`config.mk`:
```
export PLATFORM = sky130hd
export DESIGN_NAME = vertex_transform_perspective_project_top
export DESIGN_NICKNAME = d
export VERILOG_FILES = /design/src/hdl/vtp_pkg.sv /design/src/hdl/vtp_front.sv /design/src/hdl/vtp_queue.sv /design/src/hdl/vtp_back.sv /design/src/hdl/vertex_transform_perspective_project_top.sv
export SDC_FILE = /design/constraint.sdc
export NUM_CORES = 2
export LEC_CHECK = 0
export BUFFER_PORTS_ARGS = -buffer_cell sky130_fd_sc_hd__buf_2
export CORE_UTILIZATION = 45
export CTS_BUF_LIST = sky130_fd_sc_hd__clkbuf_4
export DETAILED_ROUTE_END_ITERATION = 8
export GPL_ROUTABILITY_DRIVEN = 0
export GPL_TIMING_DRIVEN = 0
export PLACE_DENSITY = 0.6
export SKIP_LAST_GASP = 1
export SLEW_MARGIN = 10
export SYNTH_ARGS = -nofsm -noshare
export SYNTH_HDL_FRONTEND = slang
export SYNTH_SLANG_ARGS = --single-unit
```
`constraint.sdc`:
```
create_clock -name clk -period 13.6 [get_ports clk]
set_input_delay 0 -clock clk [delete_from_list [all_inputs] [get_ports clk]]
set_output_delay 0 -clock clk [all_outputs]
set_load 0.03 [all_outputs]
```
`src/hdl/vtp_pkg.sv`:
```
// Shared types and constants for the vertex transform and projection block.
`timescale 1ns / 1ps
package vtp_pkg;

  typedef struct packed {
    logic [1:0]         vertex_slot;
    logic signed [15:0] pos_x;
    logic signed [15:0] pos_y;
    logic signed [15:0] pos_z;
  } vtp_in_t;

  typedef struct packed {
    logic [1:0]         slot_out;
    logic signed [23:0] cam_x;
    logic signed [23:0] cam_y;
    logic signed [23:0] cam_z;
    logic               visible;
    logic signed [15:0] screen_x;
    logic signed [15:0] screen_y;
  } vtp_out_t;

  // Camera-space vertex handed from the transform front to the projection back.
  typedef struct packed {
    logic [1:0]         slot;
    logic signed [23:0] cx;
    logic signed [23:0] cy;
    logic signed [23:0] cz;
    logic               vis;
  } vtp_cam_t;

  localparam int CFG_IDX_W  = 3;
  localparam int CFG_DATA_W = 64;

  localparam logic [CFG_IDX_W-1:0] REG_ROW_X       = 3'd0;
  localparam logic [CFG_IDX_W-1:0] REG_ROW_Y       = 3'd1;
  localparam logic [CFG_IDX_W-1:0] REG_ROW_Z       = 3'd2;
  localparam logic [CFG_IDX_W-1:0] REG_DEPTH_SCALE = 3'd3;
  localparam logic [CFG_IDX_W-1:0] REG_ORIGIN_X    = 3'd4;
  localparam logic [CFG_IDX_W-1:0] REG_ORIGIN_Y    = 3'd5;
  localparam logic [CFG_IDX_W-1:0] REG_NEAR_CLIP   = 3'd6;

  localparam logic signed [23:0] CAM_MAX = 24'sh7FFFFF;
  localparam logic signed [23:0] CAM_MIN = -24'sh800000;

  // Divider operand widths: |cam| * scale < 2^39, divisor < 2^23.
  localparam int NUM_W = 40;
  localparam int DEN_W = 23;

endpackage

```
`src/hdl/vtp_front.sv`:
```
// Transform front: one multiply-add per cycle over the nine matrix terms.
`timescale 1ns / 1ps
module vtp_front #(
  parameter int COEF_FRAC_BITS = 14
) (
  input  logic                 clk,
  input  logic                 rst_n,
  input  logic                 in_valid,
  output logic                 in_stall,
  input  vtp_pkg::vtp_in_t     in_data,
  input  logic [63:0]          row_x,
  input  logic [63:0]          row_y,
  input  logic [63:0]          row_z,
  input  logic [22:0]          near_clip,
  output logic                 q_valid,
  input  logic                 q_full,
  output vtp_pkg::vtp_cam_t    q_data
);
  import vtp_pkg::*;

  typedef enum logic [1:0] {F_IDLE, F_MAC, F_DONE} fstate_t;

  fstate_t            state_r;
  vtp_in_t            item_r;
  logic [1:0]         row_r, col_r;
  logic signed [35:0] acc_r;
  logic signed [23:0] cx_r, cy_r;
  vtp_cam_t           res_r;

  logic [63:0]        row_sel;
  logic signed [15:0] coef, pos, trans;
  logic signed [31:0] prod;
  logic signed [35:0] acc_sum;
  logic signed [36:0] rnd;
  logic signed [23:0] cam;
  logic [22:0]        clip;

  assign in_stall = (state_r != F_IDLE);
  assign q_valid  = (state_r == F_DONE);
  assign q_data   = res_r;

  always_comb begin
    case (row_r)
      2'd0:    row_sel = row_x;
      2'd1:    row_sel = row_y;
      default: row_sel = row_z;
    endcase
    case (col_r)
      2'd0:    begin coef = row_sel[15:0];  pos = item_r.pos_x; end
      2'd1:    begin coef = row_sel[31:16]; pos = item_r.pos_y; end
      default: begin coef = row_sel[47:32]; pos = item_r.pos_z; end
    endcase
    trans   = row_sel[63:48];
    prod    = pos * coef;
    acc_sum = acc_r + 36'(prod);
    // Round to nearest, ties up, then add the translation.
    rnd = 37'(acc_sum + (36'sd1 <<< (COEF_FRAC_BITS - 1))) >>> COEF_FRAC_BITS;
    rnd = rnd + 37'(trans);
    if (rnd > 37'(CAM_MAX))      cam = CAM_MAX;
    else if (rnd < 37'(CAM_MIN)) cam = CAM_MIN;
    else                         cam = rnd[23:0];
    clip = (near_clip == '0) ? 23'd1 : near_clip;
  end

  always_ff @(posedge clk) begin
    if (!rst_n) begin
      state_r <= F_IDLE;
    end else begin
      case (state_r)
        F_IDLE: if (in_valid) begin
          item_r  <= in_data;
          row_r   <= 2'd0;
          col_r   <= 2'd0;
          acc_r   <= '0;
          state_r <= F_MAC;
        end
        F_MAC: begin
          if (col_r == 2'd2) begin
            col_r <= 2'd0;
            acc_r <= '0;
            row_r <= row_r + 2'd1;
            case (row_r)
              2'd0: cx_r <= cam;
              2'd1: cy_r <= cam;
              default: begin
                res_r.slot <= item_r.vertex_slot;
                res_r.cx   <= cx_r;
                res_r.cy   <= cy_r;
                res_r.cz   <= cam;
                res_r.vis  <= (cam >= $signed({1'b0, clip}));
                state_r    <= F_DONE;
              end
            endcase
          end else begin
            col_r <= col_r + 2'd1;
            acc_r <= acc_sum;
          end
        end
        F_DONE: if (!q_full) state_r <= F_IDLE;
        default: state_r <= F_IDLE;
      endcase
    end
  end

endmodule

```
`src/hdl/vtp_queue.sv`:
```
// Two-entry queue between transform front and projection back.
`timescale 1ns / 1ps
module vtp_queue (
  input  logic              clk,
  input  logic              rst_n,
  input  logic              wr_en,
  input  vtp_pkg::vtp_cam_t wr_data,
  output logic              full,
  output logic              rd_valid,
  input  logic              rd_en,
  output vtp_pkg::vtp_cam_t rd_data
);
  import vtp_pkg::*;

  vtp_cam_t   mem_r [2];
  logic       wp_r, rp_r;
  logic [1:0] cnt_r;

  assign full     = (cnt_r == 2'd2);
  assign rd_valid = (cnt_r != 2'd0);
  assign rd_data  = mem_r[rp_r];

  always_ff @(posedge clk) begin
    if (wr_en && !full) mem_r[wp_r] <= wr_data;
  end

  always_ff @(posedge clk) begin
    if (!rst_n) begin
      wp_r <= 1'b0; rp_r <= 1'b0; cnt_r <= 2'd0;
    end else begin
      if (wr_en && !full) wp_r <= ~wp_r;
      if (rd_en && rd_valid) rp_r <= ~rp_r;
      cnt_r <= cnt_r + 2'(wr_en && !full) - 2'(rd_en && rd_valid);
    end
  end

endmodule

```
`src/hdl/vtp_back.sv`:
```
// Projection back: multiply by scale, restoring divide, origin add, slot store.
`timescale 1ns / 1ps
module vtp_back #(
  parameter int VERTEX_SLOTS = 3
) (
  input  logic               clk,
  input  logic               rst_n,
  input  logic               q_valid,
  output logic               q_rd,
  input  vtp_pkg::vtp_cam_t  q_data,
  input  logic [15:0]        depth_scale,
  input  logic [15:0]        origin_x,
  input  logic [15:0]        origin_y,
  output logic               out_valid,
  input  logic               out_stall,
  output vtp_pkg::vtp_out_t  out_data
);
  import vtp_pkg::*;

  typedef enum logic [2:0] {B_IDLE, B_MUL, B_DIV, B_FIX, B_OUT} bstate_t;

  localparam int CNT_W  = $clog2(NUM_W + 1);
  localparam int SLOT_W = $clog2(VERTEX_SLOTS > 1 ? VERTEX_SLOTS : 2);

  bstate_t            state_r;
  vtp_cam_t           cur_r;
  logic               axis_r;          // 0: x, 1: y
  logic [NUM_W-1:0]   num_r;
  logic               neg_r;
  logic [DEN_W:0]     rem_r;
  logic [CNT_W-1:0]   cnt_r;
  logic signed [15:0] sx_r;
  logic [31:0]        store_r [VERTEX_SLOTS];
  vtp_out_t           out_r;

  logic signed [23:0] cval;
  logic signed [40:0] prod;
  logic [DEN_W:0]     rem_sh, rem_sub;
  logic signed [41:0] qsum;
  logic signed [15:0] qsat, org;
  logic               in_range;
  logic [SLOT_W-1:0]  slot_idx;
  logic [31:0]        stored;

  assign out_valid = (state_r == B_OUT);
  assign out_data  = out_r;
  assign q_rd      = (state_r == B_IDLE) && q_valid;

  always_comb begin
    cval    = axis_r ? cur_r.cy : cur_r.cx;
    prod    = cval * $signed({1'b0, depth_scale});
    rem_sh  = {rem_r[DEN_W-1:0], num_r[NUM_W-1]};
    rem_sub = rem_sh - {1'b0, cur_r.cz[DEN_W-1:0]};
    org     = axis_r ? origin_y : origin_x;
    qsum    = (neg_r ? -$signed({2'b0, num_r}) : $signed({2'b0, num_r})) + 42'(org);
    if (qsum > 42'sd32767)       qsat = 16'sh7FFF;
    else if (qsum < -42'sd32768) qsat = -16'sh8000;
    else                         qsat = qsum[15:0];
    in_range = (32'(cur_r.slot) < 32'(VERTEX_SLOTS));
    slot_idx = SLOT_W'(cur_r.slot);
    stored   = in_range ? store_r[slot_idx] : 32'd0;
  end

  always_ff @(posedge clk) begin
    if (!rst_n) begin
      state_r <= B_IDLE;
      for (int i = 0; i < VERTEX_SLOTS; i++) store_r[i] <= '0;
    end else begin
      case (state_r)
        B_IDLE: if (q_valid) begin
          cur_r   <= q_data;
          axis_r  <= 1'b0;
          state_r <= q_data.vis ? B_MUL : B_FIX;
        end
        B_MUL: begin
          neg_r   <= prod[40];
          num_r   <= prod[40] ? NUM_W'(-prod) : NUM_W'(prod);
          rem_r   <= '0;
          cnt_r   <= CNT_W'(NUM_W);
          state_r <= B_DIV;
        end
        B_DIV: begin
          // One quotient bit per cycle; quotient shifts into num_r.
          if (!rem_sub[DEN_W]) begin
            rem_r <= rem_sub;
            num_r <= {num_r[NUM_W-2:0], 1'b1};
          end else begin
            rem_r <= rem_sh;
            num_r <= {num_r[NUM_W-2:0], 1'b0};
          end
          cnt_r <= cnt_r - 1'b1;
          if (cnt_r == CNT_W'(1)) state_r <= B_FIX;
        end
        B_FIX: begin
          out_r.slot_out <= cur_r.slot;
          out_r.cam_x    <= cur_r.cx;
          out_r.cam_y    <= cur_r.cy;
          out_r.cam_z    <= cur_r.cz;
          out_r.visible  <= cur_r.vis;
          if (!cur_r.vis) begin
            out_r.screen_x <= stored[15:0];
            out_r.screen_y <= stored[31:16];
            state_r        <= B_OUT;
          end else if (!axis_r) begin
            sx_r    <= qsat;
            axis_r  <= 1'b1;
            state_r <= B_MUL;
          end else begin
            out_r.screen_x <= sx_r;
            out_r.screen_y <= qsat;
            if (in_range)
              store_r[slot_idx] <= {qsat, sx_r};
            state_r <= B_OUT;
          end
        end
        B_OUT: if (!out_stall) state_r <= B_IDLE;
        default: state_r <= B_IDLE;
      endcase
    end
  end

endmodule

```
`src/hdl/vertex_transform_perspective_project_top.sv`:
```
// Top level of the vertex transform and perspective projection block.
// Path: transform front, two-entry queue, projection back (two 40-bit divides), output register.
// Pacing: for visible vertices the bit-serial divider that the x and y quotients share sets
//   the pace; hidden vertices skip the divider in the back, so the transform front sets
//   their pace.
// Reset: synchronous, active low; registers take their default values, screen store
//   clears to zero, queue empties.
`timescale 1ns / 1ps
module vertex_transform_perspective_project_top #(
  parameter int VERTEX_SLOTS   = 3,
  parameter int COEF_FRAC_BITS = 14
) (
  input  logic                              clk,
  input  logic                              rst_n,
  input  logic                              in_valid,
  output logic                              in_stall,
  input  vtp_pkg::vtp_in_t                  in_data,
  output logic                              out_valid,
  input  logic                              out_stall,
  output vtp_pkg::vtp_out_t                 out_data,
  input  logic                              cfg_we,
  input  logic [vtp_pkg::CFG_IDX_W-1:0]     cfg_index,
  input  logic [vtp_pkg::CFG_DATA_W-1:0]    cfg_data
);
  import vtp_pkg::*;

  // Configuration registers.
  logic [63:0] row_x_r, row_y_r, row_z_r;
  logic [15:0] depth_scale_r, origin_x_r, origin_y_r;
  logic [22:0] near_clip_r;

  always_ff @(posedge clk) begin
    if (!rst_n) begin
      row_x_r       <= 64'd1 << COEF_FRAC_BITS;
      row_y_r       <= (64'd1 << COEF_FRAC_BITS) << 16;
      row_z_r       <= (64'd1 << COEF_FRAC_BITS) << 32;
      depth_scale_r <= 16'd256;
      origin_x_r    <= '0;
      origin_y_r    <= '0;
      near_clip_r   <= 23'd1;
    end else if (cfg_we) begin
      case (cfg_index)
        REG_ROW_X:       row_x_r       <= cfg_data;
        REG_ROW_Y:       row_y_r       <= cfg_data;
        REG_ROW_Z:       row_z_r       <= cfg_data;
        REG_DEPTH_SCALE: depth_scale_r <= cfg_data[15:0];
        REG_ORIGIN_X:    origin_x_r    <= cfg_data[15:0];
        REG_ORIGIN_Y:    origin_y_r    <= cfg_data[15:0];
        REG_NEAR_CLIP:   near_clip_r   <= cfg_data[22:0];
        default: ;  // drop writes beyond the register list
      endcase
    end
  end

  // Front: transform and clip test.
  logic     fq_valid, fq_full, bq_valid, bq_rd;
  vtp_cam_t fq_data, bq_data;

  vtp_front #(.COEF_FRAC_BITS(COEF_FRAC_BITS)) u_front (
    .clk, .rst_n, .in_valid, .in_stall, .in_data,
    .row_x(row_x_r), .row_y(row_y_r), .row_z(row_z_r), .near_clip(near_clip_r),
    .q_valid(fq_valid), .q_full(fq_full), .q_data(fq_data)
  );

  // Queue: lets the front start the next vertex while the divider works.
  vtp_queue u_queue (
    .clk, .rst_n, .wr_en(fq_valid), .wr_data(fq_data), .full(fq_full),
    .rd_valid(bq_valid), .rd_en(bq_rd), .rd_data(bq_data)
  );

  // Back: projection and screen store.
  vtp_back #(.VERTEX_SLOTS(VERTEX_SLOTS)) u_back (
    .clk, .rst_n, .q_valid(bq_valid), .q_rd(bq_rd), .q_data(bq_data),
    .depth_scale(depth_scale_r), .origin_x(origin_x_r), .origin_y(origin_y_r),
    .out_valid, .out_stall, .out_data
  );

  // Hold a stalled result word.
  a_out_hold: assert property (@(posedge clk) disable iff (!rst_n)
    out_valid && out_stall |=> out_valid && $stable(out_data))
    else $error("result word changed under stall");

  // Never overflow the queue: the front waits while it is full.
  a_no_overflow: assert property (@(posedge clk) disable iff (!rst_n)
    fq_full |=> !(u_queue.cnt_r == 2'd3))
    else $error("queue overflow");

  // A visible result always has a positive camera z.
  a_vis_z: assert property (@(posedge clk) disable iff (!rst_n)
    out_valid && out_data.visible |-> out_data.cam_z > 0)
    else $error("visible vertex with non-positive z");

endmodule
```
### Word-level counts from Yosys, hierarchy flattened

Memories as Yosys holds them, arrays and structs flattened. A register that Yosys moved wholly into a read port is not among the register bits.
Index checks and enable logic that the tools add are counted.

| storage, ports and cells | value |
|---|---|
| word-level logic and storage cells | 193 |
| output and inout port bits | 109 |
| register bits after elaboration | 754 |
| bits of input ports | 122 |
| memories kept | 2 |
| RAM bits | 246 |

Memories:

| memory | words | width | read ports | clocked after memory_dff | write ports | RTL line | text |
|---|---|---|---|---|---|---|---|
| u_queue.mem_r | 2 | 75 | 1 | 1 | 1 | vtp_queue.sv:15 | `vtp_cam_t mem_r [2];` |
| u_back.store_r | 3 | 32 | 1 | 1 | 3 | vtp_back.sv:33 | `logic [31:0] store_r [VERTEX_SLOTS];` |

| operators by class | value |
|---|---|
| reductions and logical operators | 39 |
| bitwise gates (word level) | 4 |
| multipliers | 2 |
| magnitude comparators | 6 |
| add/sub/neg operators | 12 |
| equality and inequality tests | 26 |
| mux-type cells | 58 |

Operators by type and width:

| cell | count |
|---|---|
| $mux W32 | 4 |
| $pmux W64 S2 | 1 |
| $pmux W40 S2 | 1 |
| $mux W24 | 3 |
| $mux W36 | 2 |
| $pmux W36 S2 | 1 |
| $pmux W16 S2 | 2 |
| $mux W16 | 3 |
| $mux W23 | 2 |
| $pmux W23 S2 | 1 |
| $add A42 B16 Y42 | 1 |
| $gt A42 B16 Y1 const B | 1 |
| $lt A42 B16 Y1 const B | 1 |
| $mux W42 | 1 |
| $neg A40 Y42 | 1 |
| $mul A24 B17 Y41 | 1 |
| $mux W40 | 1 |
| $neg A40 Y40 | 1 |
| $add A36 B15 Y37 const B | 1 |
| $gt A37 B24 Y1 const B | 1 |
| $lt A37 B24 Y1 const B | 1 |
| $add A36 B32 Y36 | 1 |
| $mul A16 B16 Y32 | 1 |
| $reduce_or A32 Y1 | 1 |
| other kinds (35) | 113 |

### Depth between registers and ports, before layout

| depth | value |
|---|---|
| depth in word-level cells | 11 |
| depth in mapped cells | 53 |

### By module

Synthesis repeated with hierarchy kept, for this count alone.

| unflattened totals | value |
|---|---|
| cell total of the unflattened synthesis | 6823 |
| area total of the unflattened synthesis | 73548.0 um^2 |

Modules (own cells, without submodules):

| module | cells each | times used | area an instance (um^2) |
|---|---|---|---|
| vtp_back | 3502 | 1 | 35893.2 |
| vtp_front | 2128 | 1 | 22142.5 |
| vertex_transform_perspective_project_top | 933 | 1 | 9661.8 |
| vtp_queue | 260 | 1 | 5850.6 |

### Worst setup path before layout

OpenSTA, ideal clock, no wires.

| path | value |
|---|---|
| path type | register to register |
| start | register u_front.row_r[0] |
| end | register u_front.res_r, in the netlist u_front.q_data[0], data pin |
| path buffers | 4 |
| arrival time | 11079 ps |
| cell stages (with the launch flop) | 46 |
| setup slack | 2252 ps |
| required time | 13330 ps |
| cells stage by stage | edfxtp_1 > ha_1 > nor2_1 > clkbuf_1 > clkbuf_1 > buf_1 > nand2_1 > nand2_1 > nand2_1 > nand3_1 > clkbuf_1 > nand2_1 > fa_1 > inv_1 > fa_1 > inv_1 > fa_1 > inv_1 > (+10 left out) > or3b_2 > or4_1 > or3_1 > nor2_1 > xor2_1 > ha_1 > or3_1 > o311a_1 > o21a_1 > o21ai_0 > nand2b_1 > a21oi_1 > xnor2_1 > ha_1 > a21oi_1 > a21boi_0 > o31ai_1 > a21oi_1 |

| between the ends | value |
|---|---|
| cells in the longest elaborated chain, start to end | 11 |
| elaborated cells between the ends (all ways) | 13 |

RTL lines:

| element | RTL line | text |
|---|---|---|
| start, declared | vtp_front.sv:25 | `logic [1:0] row_r, col_r;` |
| start signal, assigned | vtp_front.sv:81 | `row_r <= row_r + 2'd1;` |
| $eq A2 B1 Y1 / $logic_not A2 Y1 (equally long branches) | vtp_front.sv:43 | `case (row_r)` |
| $pmux W64 S2 * | vtp_front.sv:43 |  |
| $pmux W16 S2 | vtp_front.sv:48 | `case (col_r)` |
| $mul A16 B16 Y32 | vtp_front.sv:54 | `prod = pos * coef;` |
| $add A36 B32 Y36 | vtp_front.sv:55 | `acc_sum = acc_r + 36'(prod);` |
| $add A36 B15 Y37 | vtp_front.sv:57 | `rnd = 37'(acc_sum + (36'sd1 <<< (COEF_FRAC_BITS - 1))) >>> COEF_FRAC_BITS;` |
| $add A23 B16 Y24 * | vtp_front.sv:58 | `rnd = rnd + 37'(trans);` |
| $lt A37 B24 Y1 | vtp_front.sv:60 | `else if (rnd < 37'(CAM_MIN)) cam = CAM_MIN;` |
| $mux W24 | vtp_front.sv:60 |  |
| $mux W24 * | vtp_front.sv:59 | `if (rnd > 37'(CAM_MAX)) cam = CAM_MAX;` |
| net u_front.cam[19] | vtp_front.sv:35 | `logic signed [23:0] cam;` |
| $ge A24 B24 Y1 * | vtp_front.sv:90 | `res_r.vis <= (cam >= $signed({1'b0, clip}));` |
| end, declared | vtp_front.sv:28 | `vtp_cam_t res_r;` |

The timed path passes the listed nets; every way through them passes the cells marked *.
A chain may end at the register's enable or synchronous reset.

### Worst setup path after layout

| path | value |
|---|---|
| start | register u_front.col_r[1] |
| end | register u_front.res_r, in the netlist u_front.q_data[0], data pin |

| between the ends | value |
|---|---|
| cells in the longest elaborated chain, start to end | 10 |
| elaborated cells between the ends (all ways) | 13 |

RTL lines:

| element | RTL line | text |
|---|---|---|
| start, declared | vtp_front.sv:25 |  |
| start signal, assigned | vtp_front.sv:95 | `col_r <= col_r + 2'd1;` |
| $eq A2 B1 Y1 / $logic_not A2 Y1 (equally long branches) | vtp_front.sv:48 |  |
| $pmux W16 S2 | vtp_front.sv:48 |  |
| $mul A16 B16 Y32 * | vtp_front.sv:54 |  |
| $add A36 B32 Y36 * | vtp_front.sv:55 |  |
| $add A36 B15 Y37 * | vtp_front.sv:57 |  |
| $add A23 B16 Y24 * | vtp_front.sv:58 |  |
| $lt A37 B24 Y1 | vtp_front.sv:60 |  |
| $mux W24 | vtp_front.sv:60 |  |
| $mux W24 * | vtp_front.sv:59 |  |
| net u_front.cam[19] | vtp_front.sv:35 |  |
| $ge A24 B24 Y1 * | vtp_front.sv:90 |  |

Marked as above.

==> results.md <==
* CP arrival at ~14,000 ps
* Worst Path Max Fanout at 10
* Yosys synthesis warning count at 0
* Final Hold Fails at 0
* Critical path required time at approximately 15,000 ps
* Avg Synthesized Cell Area at between 10 and 15 µm²
* Clock sink count at around 1.0k
* CP peak stage delay at roughly 960 ps
* IO Port Bufs at roughly 230
* Reg2reg end: u_front.q_data[0]
* Vias in the first global route at 55.3k
* Startpoint Class: register
* Crit. path cell count at 40
* Setup-failing EPs final at 0
* Share of cells above drive strength 1 at 12.5%
* Sequential area share after synthesis at 39.3%
* Post-synth EDFFs at 760
* Initial Util at 45.4%
* R2R cell count at 40
* Synth-to-layout area growth at 15.7%
* Drt first pass iters at 5
* Worst setup path class: register to register
* Clk slew on worst S/H paths at 60 ps
* Buf+Inv Stages, Crit Path at 5
* CP delay by family, top: compound AO/OA/AOI/OAI gates
* Finished Core Util at 52.6%
* Placed cell area at between 0.07 and 0.08 mm²
* DR vias at ~54k
* Slew @ Worst Pin at 1350 ps
* PwrDens at around 150 mW/mm²
* Hold crit path type: input pin to register
* Final slew viol count at 0
* Final Cell Area at about 0.083 mm²
* TritonCTS clock tree: done
* Leak at between 30 and 40 nW
* Initial DRC count at around 3.8k
* Largest net degree at the start of global routing at between 50 and 60
* First-pass GRT wire length at around 330,000 µm
* Synth Flop Type: edfxtp_1
* Antenna violations before repair at 41
* Period minus WS final at between 10,000 and 15,000 ps
* Mapped Cells at about 6.8k
* Maximum clock rate at 76.2 MHz
* DIE WIDTH at 402 µm
* Rows at about 150
* Fillers at between 10k and 15k
* Hold path cells at 3
* Via density at 5.35
* Placed wire-length estimate at ~170,000 µm
* Worst slew margin at 10.2%
* Max capacitance violation total at 0
* Total Wirelength at roughly 210,000 µm
* H-tree levels at 5
* Layout Skew at ~180 ps
* Flops & latches, synth at 1,035
* Gr ovfl total at 0
* Ys async rst share at 0%
* Type of destination of the critical path: register
* Synth cell types at 87
* Post-Syn Area at between 0.07 and 0.08 mm²
* Top Ports at between 200 and 250
* Core Region at ~0.16 mm²
* Hold-critical path endpoint: u_front.col_r[1]
* RR Startpoint: u_front.col_r[1]
* Clock Path Buffers at 4
* Die area at ~0.16 mm²
* Run status: finished clean
* Worst path slowest cell: a21oi_1
* Total Power at 0.0128 W
* Chip Height at between 400 and 500 µm
* Root Buffer: clkbuf_4
* Total GRT Usage at around a quarter
* R2R Setup Slk at ~480 ps
* DRC viols at 0
* HP Start: in_valid
* Worst VDD drop at 0.0000956 V
* Part of the cycle the worst path needs at between 90% and 100%
* Total CTS buffers at ~300
* Clock Latency Late Sink at roughly 1400 ps
* Final net count at around 8.9k
* Drt wl/cell at roughly 21 µm
* Final ANT Viol Nets at 0
worst reg2reg max path, delay by kind of cell, from the launching register on:
kind / cells / cell delay, ps
AO/OA/AOI/OAI: 16 / 4830
XOR/XNOR: 2 / 410
adder cells (fa/ha/maj): 10 / 3960
buffers and inverters: 5 / 840
flip-flops: 1 / 350
AND/OR/NAND/NOR: 7 / 2440
layout make-up:
| cell class | count | area, µm² | area share, % |
|---|---|---|---|
| Antenna cell | 25 | 62.6 | 0.0751 |
| Buffer | 305 | 1210 | 1.46 |
| Clock buffer | 444 | 3330 | 4.00 |
| Clock inverter | 53 | 267 | 0.320 |
| Inverter | 856 | 3220 | 3.86 |
| Multi-Input combinational cell | 4657 | 39600 | 47.5 |
| Sequential cell | 1035 | 28300 | 34.0 |
| Tap cell | 2072 | 2590 | 3.11 |
| Timing Repair Buffer | 568 | 4710 | 5.66 |
cells in the final DEF, fill, tap and decap left out, drive strengths merged, types with 32 or more instances in the layout:
| master | n |
|---|---|
| nand2 | 1151 |
| inv | 859 |
| edfxtp | 760 |
| clkbuf | 719 |
| fa | 695 |
| nor2 | 360 |
| ha | 329 |
| dlygate4sd3 | 308 |
| buf | 290 |
| dfxtp | 275 |
| a21boi | 270 |
| and2 | 215 |
| a21oi | 194 |
| xnor2 | 163 |
| o21ai | 125 |
| mux2 | 121 |
| a21o | 83 |
| xor2 | 73 |
| o31ai | 71 |
| nand3 | 67 |
| and3 | 64 |
| a22oi | 58 |
| nor3 | 50 |
| clkinv | 48 |
| a22o | 39 |
| a211oi | 36 |
| nor2b | 36 |
| nand2b | 36 |
| mux4 | 32 |
| conb | 32 |
cells by family (layout without fill, tap and decap cells):
kind of cell / count (synthesis) / count (layout) / share of synthesized area (%)
muxes: 174 / 174 / 3.18
and+or+nand+nor: 2134 / 2134 / 13.3
buffers and inverters: 1162 / 2226 / 6.10
other: 1 / 57 / 0.00521
DFF: 1035 / 1035 / 39.3
xor gates and xnor gates: 236 / 236 / 2.88
AOI/OAI and AO/OA: 1057 / 1057 / 10.2
adders and majority gates: 1024 / 1024 / 25.0
synth_stat cells (all sizes together) (12+ instances only):
cell	count	area, µm²
nand2	1151	4320
inv	855	3210
edfxtp	760	22800
fa	695	13900
nor2	360	1350
ha	329	4120
dfxtp	275	5510
a21boi	270	2030
clkbuf	270	1010
and2	215	1350
a21oi	194	971
xnor2	163	1440
o21ai	125	626
mux2	121	1360
a21o	83	623
xor2	73	639
o31ai	71	547
nand3	67	335
and3	64	400
a22oi	58	435
nor3	50	250
a22o	39	342
a211oi	36	275
buf	36	169
nand2b	36	233
nor2b	36	225
mux4	32	721
a31oi	30	188
or3	29	181
or2	27	169
o21a	26	195
nand4	24	150
mux2i	21	210
o21bai	19	143
or4	17	139
nor4	15	93.8
nor3b	12	90.1
power by group:
group	switching, W	internal, W
Clock	0.00131	0.00152
Combinational	0.00371	0.00220
Sequential	0.000164	0.00389
Total	0.00519	0.00760
routing by layer:
layer,part of all wire [%],routed length [µm],track usage [%]
met5,0.086,185,0
met2,49,105000,45.3
met1,39,84400,32.5
met3,6.7,14500,4.98
met4,4.9,10600,12.6
worst max-delay path by stage:
stage | start | end | slack, ps
after detailed placement | u_front.row_r[0] | u_front.q_data[0] | -1390
final | u_front.col_r[1] | u_front.q_data[0] | 480
after global placement | u_front.row_r[0] | u_front.q_data[0] | -1250
after global routing | u_front.row_r[0] | u_front.q_data[0] | -9
after floorplan | u_front.row_r[0] | u_front.q_data[0] | 2250
after CTS | u_front.row_r[0] | u_front.q_data[0] | 10
registers in the layout, summed over array words and instances (netlist names), 3 cells and up, named ones only:
signal / cells
row_y_r: 64
u_front.q_data: 75
u_back.num_r: 40
u_back.cur_r: 73
u_front.item_r: 50
u_back.cnt_r: 6
u_front.cx_r: 24
u_back.rem_r: 23
u_back.store_r: 128
u_back.out_data: 107
u_back.sx_r: 16
row_x_r: 64
u_front.cy_r: 24
u_queue.mem_r: 150
near_clip_r: 23
origin_y_r: 16
origin_x_r: 16
depth_scale_r: 16
u_back.state_r: 3
u_front.acc_r: 36
row_z_r: 64
metrics by stage:
step	setup WS, ps	std cells	TNS [ps]	hold WS (ps)
after floorplan	2250	6854	0	98.9
after global placement	-1250	9154	-7670	176
after detailed placement	-1390	9185	-9670	178
after CTS	10.7	9990	0	4.72
after global routing	-8.77	10000	-8.77	43.5
final	485	10000	0	134
timing repair:
action                                  4_1_cts  5_1_grt
pin swaps                                     0        1
resized for setup                            19       31
hold endpoints to repair                    555        0
endpoints found under the setup margin       19        9
buffers inserted                              0        1
hold buffers                                308        0
Note: power is estimated with default switching activity, not from simulation.
